### src/hw/rtl/assert_macros.svh
// Assertion macros used by the per-key sequencer RTL of the key auto-repeat block.
`ifndef ASSERT_MACROS_SVH
`define ASSERT_MACROS_SVH

// Same-cycle implication, disabled while reset is held.
`define KAR_ASSERT_IMP(lbl, clk, rst_n, ante, cons) \
    lbl: assert property (@(posedge clk) disable iff (!(rst_n)) (ante) |-> (cons)) \
        else $error("same-cycle check failed");

// Next-cycle implication, disabled while reset is held.
`define KAR_ASSERT_NXT(lbl, clk, rst_n, ante, cons) \
    lbl: assert property (@(posedge clk) disable iff (!(rst_n)) (ante) |=> (cons)) \
        else $error("next-cycle check failed");

`endif

### src/hw/rtl/kar_pkg.sv
// Types and constants of the key auto-repeat block.
`timescale 1ns / 1ps

package kar_pkg;

    localparam int KEY_W       = 12;
    localparam int CNT_W       = 16;
    localparam int STEP_W      = $clog2(CNT_W);
    localparam int CFG_IDX_W   = 8;
    localparam int CFG_DATA_W  = 16;

    localparam logic [CFG_IDX_W-1:0] REG_REPEAT_DELAY  = 8'd0;
    localparam logic [CFG_IDX_W-1:0] REG_REPEAT_PERIOD = 8'd1;

    localparam logic [CNT_W-1:0] DELAY_RESET  = 16'd30;
    localparam logic [CNT_W-1:0] PERIOD_RESET = 16'd6;

    typedef logic [KEY_W-1:0] t_key_mask;
    typedef logic [CNT_W-1:0] t_count;

    typedef struct packed {
        logic   start;
        t_count dividend;
        t_count divisor;
    } t_rem_req;

    typedef struct packed {
        logic done;
        logic zero;
    } t_rem_rsp;

    typedef struct packed {
        t_key_mask keystroke_mask;
        t_key_mask held_mask;
        logic      mask_changed;
    } t_result;

endpackage

### src/hw/rtl/kar_key_if.sv
// Input channel: one frame tick with the sampled key states.
`timescale 1ns / 1ps

interface kar_key_if;
    import kar_pkg::*;

    logic      valid;
    logic      ready;
    t_key_mask keys_down;

    modport source (output valid, output keys_down, input ready);
    modport sink   (input valid, input keys_down, output ready);
endinterface

### src/hw/rtl/kar_res_if.sv
// Output channel: keystroke, held and change masks of one tick.
`timescale 1ns / 1ps

interface kar_res_if;
    import kar_pkg::*;

    logic      valid;
    logic      ready;
    t_key_mask keystroke_mask;
    t_key_mask held_mask;
    logic      mask_changed;

    modport source (output valid, output keystroke_mask, output held_mask,
                    output mask_changed, input ready);
    modport sink   (input valid, input keystroke_mask, input held_mask,
                    input mask_changed, output ready);
endinterface

### src/hw/rtl/kar_cfg_if.sv
// Configuration write channel: register index and write data.
`timescale 1ns / 1ps

interface kar_cfg_if;
    import kar_pkg::*;

    logic                  valid;
    logic                  ready;
    logic [CFG_IDX_W-1:0]  index;
    logic [CFG_DATA_W-1:0] data;

    modport source (output valid, output index, output data, input ready);
    modport sink   (input valid, input index, input data, output ready);
endinterface

### src/hw/rtl/kar_rem_unit.sv
// Bit-serial restoring remainder unit, one quotient bit per cycle.
`timescale 1ns / 1ps

module kar_rem_unit (
    input  logic              i_clk,
    input  logic              i_rst_n,
    input  kar_pkg::t_rem_req i_req,
    output kar_pkg::t_rem_rsp o_rsp
);
    import kar_pkg::*;

    logic              r_busy;
    logic              r_done;
    logic [STEP_W-1:0] r_step;
    t_count            r_rem;
    t_count            r_x;
    t_count            r_div;

    logic [CNT_W:0]    trial;
    logic              fits;
    t_count            n_rem;

    always_comb begin
        trial = {r_rem, r_x[CNT_W-1]};
        fits  = (trial >= {1'b0, r_div});
        n_rem = fits ? CNT_W'(trial - {1'b0, r_div}) : trial[CNT_W-1:0];
    end

    always_ff @(posedge i_clk) begin
        if (!i_rst_n) begin
            r_busy <= 1'b0;
            r_done <= 1'b0;
            r_step <= '0;
        end else begin
            r_done <= 1'b0;
            if (i_req.start) begin
                r_busy <= 1'b1;
                r_step <= '0;
                r_rem  <= '0;
                r_x    <= i_req.dividend;
                r_div  <= i_req.divisor;
            end else if (r_busy) begin
                r_rem  <= n_rem;
                r_x    <= {r_x[CNT_W-2:0], 1'b0};
                r_step <= r_step + 1'b1;
                if (r_step == STEP_W'(CNT_W - 1)) begin
                    r_busy <= 1'b0;
                    r_done <= 1'b1;
                end
            end
        end
    end

    assign o_rsp.done = r_done;
    assign o_rsp.zero = (r_rem == '0);

endmodule

### src/hw/rtl/kar_key_seq.sv
// Per-key sequencer: hold counters, keystroke decisions and tick masks.
`timescale 1ns / 1ps
`include "assert_macros.svh"

module kar_key_seq #(
    parameter int NUM_KEYS = 12
) (
    input  logic               i_clk,
    input  logic               i_rst_n,
    input  logic               i_start,
    input  kar_pkg::t_key_mask i_keys_down,
    input  kar_pkg::t_count    i_delay,
    input  kar_pkg::t_count    i_period,
    input  logic               i_res_free,
    output logic               o_idle,
    output logic               o_res_valid,
    output kar_pkg::t_result   o_res,
    output kar_pkg::t_rem_req  o_rem_req,
    input  kar_pkg::t_rem_rsp  i_rem_rsp
);
    import kar_pkg::*;

    // Keys at and above the mask width never see a press, so they hold no state.
    localparam int LP_ACT   = (NUM_KEYS < KEY_W) ? NUM_KEYS : KEY_W;
    localparam int LP_IDX_W = (LP_ACT > 1) ? $clog2(LP_ACT) : 1;

    typedef enum logic [1:0] {
        S_IDLE,
        S_KEY,
        S_REM,
        S_FIN
    } t_state;

    t_state              r_state;
    logic [LP_IDX_W-1:0] r_key;
    logic [LP_ACT-1:0]   r_down;
    logic [LP_ACT-1:0]   r_strokes;
    logic [LP_ACT-1:0]   r_held;
    logic [LP_ACT-1:0]   r_prev;
    t_count              r_cnt [LP_ACT];

    logic                key_down;
    t_count              n_cnt;
    logic                need_rem;
    logic                last_key;

    always_comb begin
        key_down = r_down[r_key];
        n_cnt    = key_down ? CNT_W'(r_cnt[r_key] + 1'b1) : '0;
        need_rem = key_down && (n_cnt >= i_delay);
        last_key = (r_key == LP_IDX_W'(LP_ACT - 1));
    end

    always_comb begin
        o_rem_req.start    = (r_state == S_KEY) && need_rem;
        o_rem_req.dividend = n_cnt - i_delay;
        o_rem_req.divisor  = (i_period == '0) ? CNT_W'(1) : i_period;
    end

    always_ff @(posedge i_clk) begin
        if (!i_rst_n) begin
            r_state <= S_IDLE;
            r_key   <= '0;
            r_prev  <= '0;
            for (int k = 0; k < LP_ACT; k++) begin
                r_cnt[k] <= '0;
            end
        end else begin
            case (r_state)
                S_IDLE: begin
                    if (i_start) begin
                        r_down    <= i_keys_down[LP_ACT-1:0];
                        r_strokes <= '0;
                        r_held    <= '0;
                        r_key     <= '0;
                        r_state   <= S_KEY;
                    end
                end
                S_KEY: begin
                    r_cnt[r_key]  <= n_cnt;
                    r_held[r_key] <= (n_cnt != '0);
                    if (key_down && (n_cnt == CNT_W'(1))) begin
                        r_strokes[r_key] <= 1'b1;
                    end
                    if (need_rem) begin
                        r_state <= S_REM;
                    end else if (last_key) begin
                        r_state <= S_FIN;
                    end else begin
                        r_key <= r_key + 1'b1;
                    end
                end
                S_REM: begin
                    if (i_rem_rsp.done) begin
                        if (i_rem_rsp.zero) begin
                            r_strokes[r_key] <= 1'b1;
                        end
                        if (last_key) begin
                            r_state <= S_FIN;
                        end else begin
                            r_key   <= r_key + 1'b1;
                            r_state <= S_KEY;
                        end
                    end
                end
                S_FIN: begin
                    if (i_res_free) begin
                        r_prev  <= r_strokes;
                        r_state <= S_IDLE;
                    end
                end
                default: begin
                    r_state <= S_IDLE;
                end
            endcase
        end
    end

    assign o_idle              = (r_state == S_IDLE);
    assign o_res_valid         = (r_state == S_FIN);
    assign o_res.keystroke_mask = KEY_W'(r_strokes);
    assign o_res.held_mask      = KEY_W'(r_held);
    assign o_res.mask_changed   = (r_strokes != r_prev);

    `KAR_ASSERT_IMP(a_key_in_range, i_clk, i_rst_n, 1'b1, r_key <= LP_IDX_W'(LP_ACT - 1))
    `KAR_ASSERT_IMP(a_done_in_rem, i_clk, i_rst_n, i_rem_rsp.done, r_state == S_REM)
    `KAR_ASSERT_NXT(a_start_to_rem, i_clk, i_rst_n, o_rem_req.start, r_state == S_REM)

endmodule

### src/hw/rtl/key_auto_repeat_unit.sv
// Each tick steps through the keys in turn: a released key, or one whose count is
// below the delay, is settled in S_KEY; any other key waits in S_REM for a check
// in the shared bit-serial remainder unit. A new tick is taken only once the
// sequencer is idle again, after S_FIN has handed its result to the output register.
// Reset clears all hold counters, the previous keystroke mask and the output
// valid, and loads repeat_delay 30 and repeat_period 6.
`timescale 1ns / 1ps

module key_auto_repeat_unit #(
    parameter int NUM_KEYS = 12
) (
    input  logic      i_clk,
    input  logic      i_rst_n,
    kar_cfg_if.sink   i_cfg,
    kar_key_if.sink   i_in,
    kar_res_if.source o_out
);
    import kar_pkg::*;

    t_count   r_delay;
    t_count   r_period;
    logic     r_out_valid;
    t_result  r_out;

    logic     seq_idle;
    logic     res_valid;
    logic     res_free;
    t_result  res;
    t_rem_req rem_req;
    t_rem_rsp rem_rsp;

    assign i_cfg.ready = 1'b1;

    always_ff @(posedge i_clk) begin
        if (!i_rst_n) begin
            r_delay  <= DELAY_RESET;
            r_period <= PERIOD_RESET;
        end else if (i_cfg.valid) begin
            case (i_cfg.index)
                REG_REPEAT_DELAY:  r_delay  <= i_cfg.data;
                REG_REPEAT_PERIOD: r_period <= i_cfg.data;
                default: ;
            endcase
        end
    end

    // The output register frees the sequencer as soon as its result is taken.
    assign res_free = !r_out_valid || o_out.ready;

    always_ff @(posedge i_clk) begin
        if (!i_rst_n) begin
            r_out_valid <= 1'b0;
        end else if (res_free) begin
            r_out_valid <= res_valid;
            if (res_valid) begin
                r_out <= res;
            end
        end
    end

    assign i_in.ready           = seq_idle;
    assign o_out.valid          = r_out_valid;
    assign o_out.keystroke_mask = r_out.keystroke_mask;
    assign o_out.held_mask      = r_out.held_mask;
    assign o_out.mask_changed   = r_out.mask_changed;

    kar_key_seq #(
        .NUM_KEYS (NUM_KEYS)
    ) u_seq (
        .i_clk       (i_clk),
        .i_rst_n     (i_rst_n),
        .i_start     (i_in.valid && seq_idle),
        .i_keys_down (i_in.keys_down),
        .i_delay     (r_delay),
        .i_period    (r_period),
        .i_res_free  (res_free),
        .o_idle      (seq_idle),
        .o_res_valid (res_valid),
        .o_res       (res),
        .o_rem_req   (rem_req),
        .i_rem_rsp   (rem_rsp)
    );

    kar_rem_unit u_rem (
        .i_clk   (i_clk),
        .i_rst_n (i_rst_n),
        .i_req   (rem_req),
        .o_rsp   (rem_rsp)
    );

endmodule
### src/flat_wrapper.sv
// flat-port wrapper written by rule: the top's interface ports become plain ports
module key_auto_repeat_unit_flat import kar_pkg::*;
#(
    parameter int NUM_KEYS = 12
)
  (i_clk, i_rst_n, i_cfg_valid, i_cfg_index, i_cfg_data, i_cfg_ready, i_in_valid, i_in_keys_down, i_in_ready, o_out_valid, o_out_keystroke_mask, o_out_held_mask, o_out_mask_changed, o_out_ready);
  kar_cfg_if i_cfg_i ();
  kar_key_if i_in_i ();
  kar_res_if o_out_i ();
  input  logic i_clk;
  input  logic i_rst_n;
  input wire logic [$bits(i_cfg_i.valid)-1:0] i_cfg_valid;
  input wire logic [$bits(i_cfg_i.index)-1:0] i_cfg_index;
  input wire logic [$bits(i_cfg_i.data)-1:0] i_cfg_data;
  output wire logic [$bits(i_cfg_i.ready)-1:0] i_cfg_ready;
  input wire logic [$bits(i_in_i.valid)-1:0] i_in_valid;
  input wire logic [$bits(i_in_i.keys_down)-1:0] i_in_keys_down;
  output wire logic [$bits(i_in_i.ready)-1:0] i_in_ready;
  output wire logic [$bits(o_out_i.valid)-1:0] o_out_valid;
  output wire logic [$bits(o_out_i.keystroke_mask)-1:0] o_out_keystroke_mask;
  output wire logic [$bits(o_out_i.held_mask)-1:0] o_out_held_mask;
  output wire logic [$bits(o_out_i.mask_changed)-1:0] o_out_mask_changed;
  input wire logic [$bits(o_out_i.ready)-1:0] o_out_ready;
  assign i_cfg_i.valid = i_cfg_valid;
  assign i_cfg_i.index = i_cfg_index;
  assign i_cfg_i.data = i_cfg_data;
  assign i_cfg_ready = i_cfg_i.ready;
  assign i_in_i.valid = i_in_valid;
  assign i_in_i.keys_down = i_in_keys_down;
  assign i_in_ready = i_in_i.ready;
  assign o_out_valid = o_out_i.valid;
  assign o_out_keystroke_mask = o_out_i.keystroke_mask;
  assign o_out_held_mask = o_out_i.held_mask;
  assign o_out_mask_changed = o_out_i.mask_changed;
  assign o_out_i.ready = o_out_ready;
  key_auto_repeat_unit #(.NUM_KEYS(NUM_KEYS)) u_core (.i_clk(i_clk), .i_rst_n(i_rst_n), .i_cfg(i_cfg_i), .i_in(i_in_i), .o_out(o_out_i));
endmodule
### config.mk
export PLATFORM = sky130hd
export DESIGN_NAME = key_auto_repeat_unit_flat
export DESIGN_NICKNAME = d
export VERILOG_FILES = /design/src/hw/rtl/kar_pkg.sv /design/src/hw/rtl/kar_key_if.sv /design/src/hw/rtl/kar_res_if.sv /design/src/hw/rtl/kar_cfg_if.sv /design/src/hw/rtl/kar_rem_unit.sv /design/src/hw/rtl/kar_key_seq.sv /design/src/hw/rtl/key_auto_repeat_unit.sv /design/src/flat_wrapper.sv
export VERILOG_INCLUDE_DIRS = /design/src /design/src/hw/rtl
export SDC_FILE = /design/constraint.sdc
export NUM_CORES = 1
export LEC_CHECK = 0
export BUFFER_PORTS_ARGS = -buffer_cell sky130_fd_sc_hd__buf_2
export CORE_MARGIN = 5
export CORE_UTILIZATION = 35
export CTS_BUF_LIST = sky130_fd_sc_hd__clkbuf_2
export DETAILED_ROUTE_END_ITERATION = 10
export PLACE_DENSITY = 0.54
export SYNTH_ARGS = -nofsm -noshare
export SYNTH_HDL_FRONTEND = slang
export SYNTH_SLANG_ARGS = --single-unit
### constraint.sdc
create_clock -name i_clk -period 15.55 [get_ports i_clk]
set_input_delay 0.7775 -clock i_clk [delete_from_list [all_inputs] [get_ports i_clk]]
set_output_delay 0.7775 -clock i_clk [all_outputs]
set_load 0.05 [all_outputs]
==> results.py <==
metrics = {
    "outcome": {
        "outcome": "complete, no violations",
    },
    "clocking": {
        "clkTransAtPathRegs_ns": 0.10,
        "cts_resized": 0,
        "cts_sinks": 426,
        "post_cts_buffers": 0,
        "cts_buffers": 109,
        "clk_latency_ns": 1.12,
        "clk_path_buf_depth": 3,
        "clockRootBuffer": "clkbuf_2",
        "cts_tree": "built",
        "cts-htree-levels": 3,
        "postCtsHoldBufs": 29,
    },
    "place": {
        "io_buffers": 67,
        "dp_hpwl_mm": 33.3,
        "placed_area_um2": 20700,
        "gp_congestion": 0.846,
    },
    "grt": {
        "grt_max_degree": 43,
        "grt_pass1_wl_mm": 79.5,
        "grt_pass1_vias": 13100,
        "grt.total_usage_pct": 17.2,
        "antenna_found_initial": 2,
        "overflow": 0,
    },
    "synthesis": {
        "synth_area_leaders": "edfxtp_1 (56%), mux4_2 (8.0%), dfxtp_1 (6.2%), nor2_1 (4.3%), nand2_1 (2.7%)",
        "ys_types": 71,
        "synthArstFlopShare_pct": 0,
        "ys.flop_type": "edfxtp_1",
        "avgSynthCellArea_um2": 12.9,
        "synth_seq_cells": 426,
        "synth_edf_count": 365,
        "synth_nets": 1616,
        "yosysTopAreaCell": "edfxtp_1",
        "synth-seq-area-share_pct": 61.9,
        "synth.top_cell.area_share_pct": 55.7,
        "syn-instance-count": 1531,
        "yosysWarningCount": 0,
        "synthesis.area_um2": 19700,
    },
    "power_and_ir_drop": {
        "p_switching_mw": 1.08,
        "p_seq_share_pct": 46.6,
        "p_sw_share_pct": 35.0,
        "p_leak_nw": 8.13,
        "irDropWorstVdd_mv": 0.0604,
        "clkPwrFrac_pct": 25.1,
        "power_mw": 3.10,
        "p_per_area_nw_per_um2": 141,
        "internal_power_mw": 2.02,
        "comb_power_share_pct": 28.2,
    },
    "detailed_routing": {
        "vias": 12700,
        "route.met2.wl_mm": 25.3,
        "maxUsedRoutingLayer": "met4",
        "drtIter0Drc": 912,
        "wl_per_cell_um": 20.9,
        "wl_met1_mm": 22.3,
        "ant_nets": 0,
        "wl_mm": 52.3,
        "dr_wl_met3_mm": 3.60,
        "first_pass_iters": 5,
        "vias_per_cell": 5.09,
        "drcViolationCount": 0,
    },
    "layout": {
        "final_cell_mix": "edfxtp_1 (365), nor2_1 (225), clkbuf_2 (171), nand2_1 (143), mux4_2 (70)",
        "final_common_cell": "edfxtp_1",
        "regArea_um2": 12200,
        "multi_input_area_um2": 6800,
        "drive_gt1_share_pct": 21.4,
        "final_area_um2": 21900,
        "fillerInstances": 5438,
        "area_growth_syn_to_layout_pct": 11.4,
        "nets": 1744,
    },
    "sta": {
        "slew_headroom_pct": 22.5,
        "period_minus_slack_ns": 7.77,
        "fin_tns_setup_ns": 0,
        "fin_skew_ns": 0.0853,
        "clock.fmax_ghz": 0.129,
        "hold_viol_final": 0,
        "period_share_pct": 50.0,
        "rsz0062_at_grt": "no",
        "max_slew.worst_pin.slew_ns": 1.16,
        "setup_viol_count_final": 0,
        "slew_violations": 0,
    },
    "floorplanning": {
        "rows": 87,
        "top_level_ports": 69,
        "start_util_pct": 35.1,
        "dieArea_um2": 61100,
        "core_area_um2": 56100,
        "die_w_um": 247,
        "die_y_um": 247,
    },
    "min_path": {
        "hold_class": "primary input to register",
    },
    "job": {
        "maxCapViolCount": 0,
    },
    "setup_path": {
        "slowest_stage": "a2111oi_0",
        "crit_path_cell_trace": "buf_4, mux4_2, a22oi_1, nand2_1, ha_1, xor2_1, nand2_1, inv_1, ha_1, a21o_1, a21oi_1, o21ai_1, a31o_2, a21o_1, a2111oi_0, nor2_1, nand2_1, nand3_1, o22ai_1",
        "cp_common_cell": "nand2_1",
        "endpoint_kind": "register",
        "crit_path_start_kind": "register",
        "crit_fanout": 36,
        "cp_data_required_time_ns": 16.51,
        "arrival_ns": 8.73,
        "path_class": "register to register",
        "max_stage_delay_ns": 0.78,
    },
}
## power by group through the flow
| stage | clock network, mW | logic, mW | registers [mW] |
|---|---|---|---|
| after floorplan | 0 | 0.678 | 1.44 |
| after global placement | 0 | 0.858 | 1.47 |
| after detailed placement | 0 | 0.867 | 1.48 |
| after CTS | 0.809 | 0.878 | 1.45 |
| after global routing | 0.871 | 0.962 | 1.46 |
| final | 0.779 | 0.876 | 1.45 |
## cell families after synthesis
| group | Yosys count | share of synthesized area, % |
|---|---|---|
| flops | 426 | 61.9 |
| other cells | 1 | 0.0190 |
| mux | 104 | 9.74 |
| buf+inv | 161 | 3.67 |
| xor+xnor | 51 | 2.27 |
| fa+ha+maj | 44 | 2.87 |
| compound gates | 208 | 7.15 |
| simple gates | 536 | 12.4 |
## metal layers
metal  track usage (%)  vias to the layer above
met2              28.2                      429
met5                 0                        -
met4              4.63                        0
met3              3.86                       85
met1              23.3                     6326
li1                  -                     5882
## sequential cells by signal (all words and copies together) (netlist names), 4 cells and up, named ones only
name and count:
u_core.o_out.held_mask 12, u_core.o_out.keystroke_mask 12, u_core.r_delay 16, u_core.r_period 16, u_core.u_rem.r_div 16, u_core.u_rem.r_rem 16, u_core.u_rem.r_step 4, u_core.u_rem.r_x 16
u_core.u_seq.r_cnt 256, u_core.u_seq.r_down 12, u_core.u_seq.r_held 12, u_core.u_seq.r_key 4, u_core.u_seq.r_prev 12, u_core.u_seq.r_strokes 12
## worst max-delay path: cells and delay by family (launching register included)
kind                       cells  cell delay, ns
DFF                            1            0.71
and+or+nand+nor                5            1.84
buffers and inverters          2            0.91
adders and majority gates      2            0.63
AOI/OAI and AO/OA              8            2.68
muxes                          1            0.60
xor gates and xnor gates       1            0.17
## stage by stage
step	worst slack (ns)	util [%]	std cells	hold WS (ns)
3_5_place_dp	7.83	36.8	2275	0.436
6_report	7.78	39.1	2501	0.266
3_3_place_gp	7.95	36.8	2275	0.439
2_1_floorplan	9.98	-	1531	0.421
5_1_grt	6.94	39.1	2500	0.171
4_1_cts	7.77	39.1	2498	0.127
## cell usage after synthesis (15+ instances only)
cell      count
clkbuf_1     73
a22oi_1      23
nor2b_1      39
edfxtp_1    365
inv_1        63
nand3_1      21
a21oi_1      36
xnor2_1      17
a21boi_0     17
and2_1       19
nor2_1      226
mux2i_1      33
nand2_1     143
mux4_2       70
o21ai_0      46
xor2_1       34
o21a_1       15
dfxtp_1      61
ha_1         42
## final cells by class
cell class / instances / share of cell area, %
multi-input cells: 944 / 31.0
well taps: 756 / 4.31
clock buffers: 171 / 3.90
flip-flops and latches: 426 / 55.5
inverters: 63 / 1.08
repair buffers: 115 / 3.50
clock inverters: 23 / 0.644
diodes: 3 / 0.0342
## path summary, 6_finish.rpt
check	start	to	slack [ns]	cells past startpoint
setup / recovery	register	register	7.78	19
hold / removal	i_cfg_index[0]	u_core.r_delay[4]$_SDFFE_PN1P_	0.27	4
setup reg to reg	register	register	7.78	19
hold reg to reg	u_core.u_seq.r_held[11]$_SDFFCE_PP0P_	u_core.o_out.held_mask[11]$_DFFE_PP_	0.44	0
(Power assumes the default switching activity.)
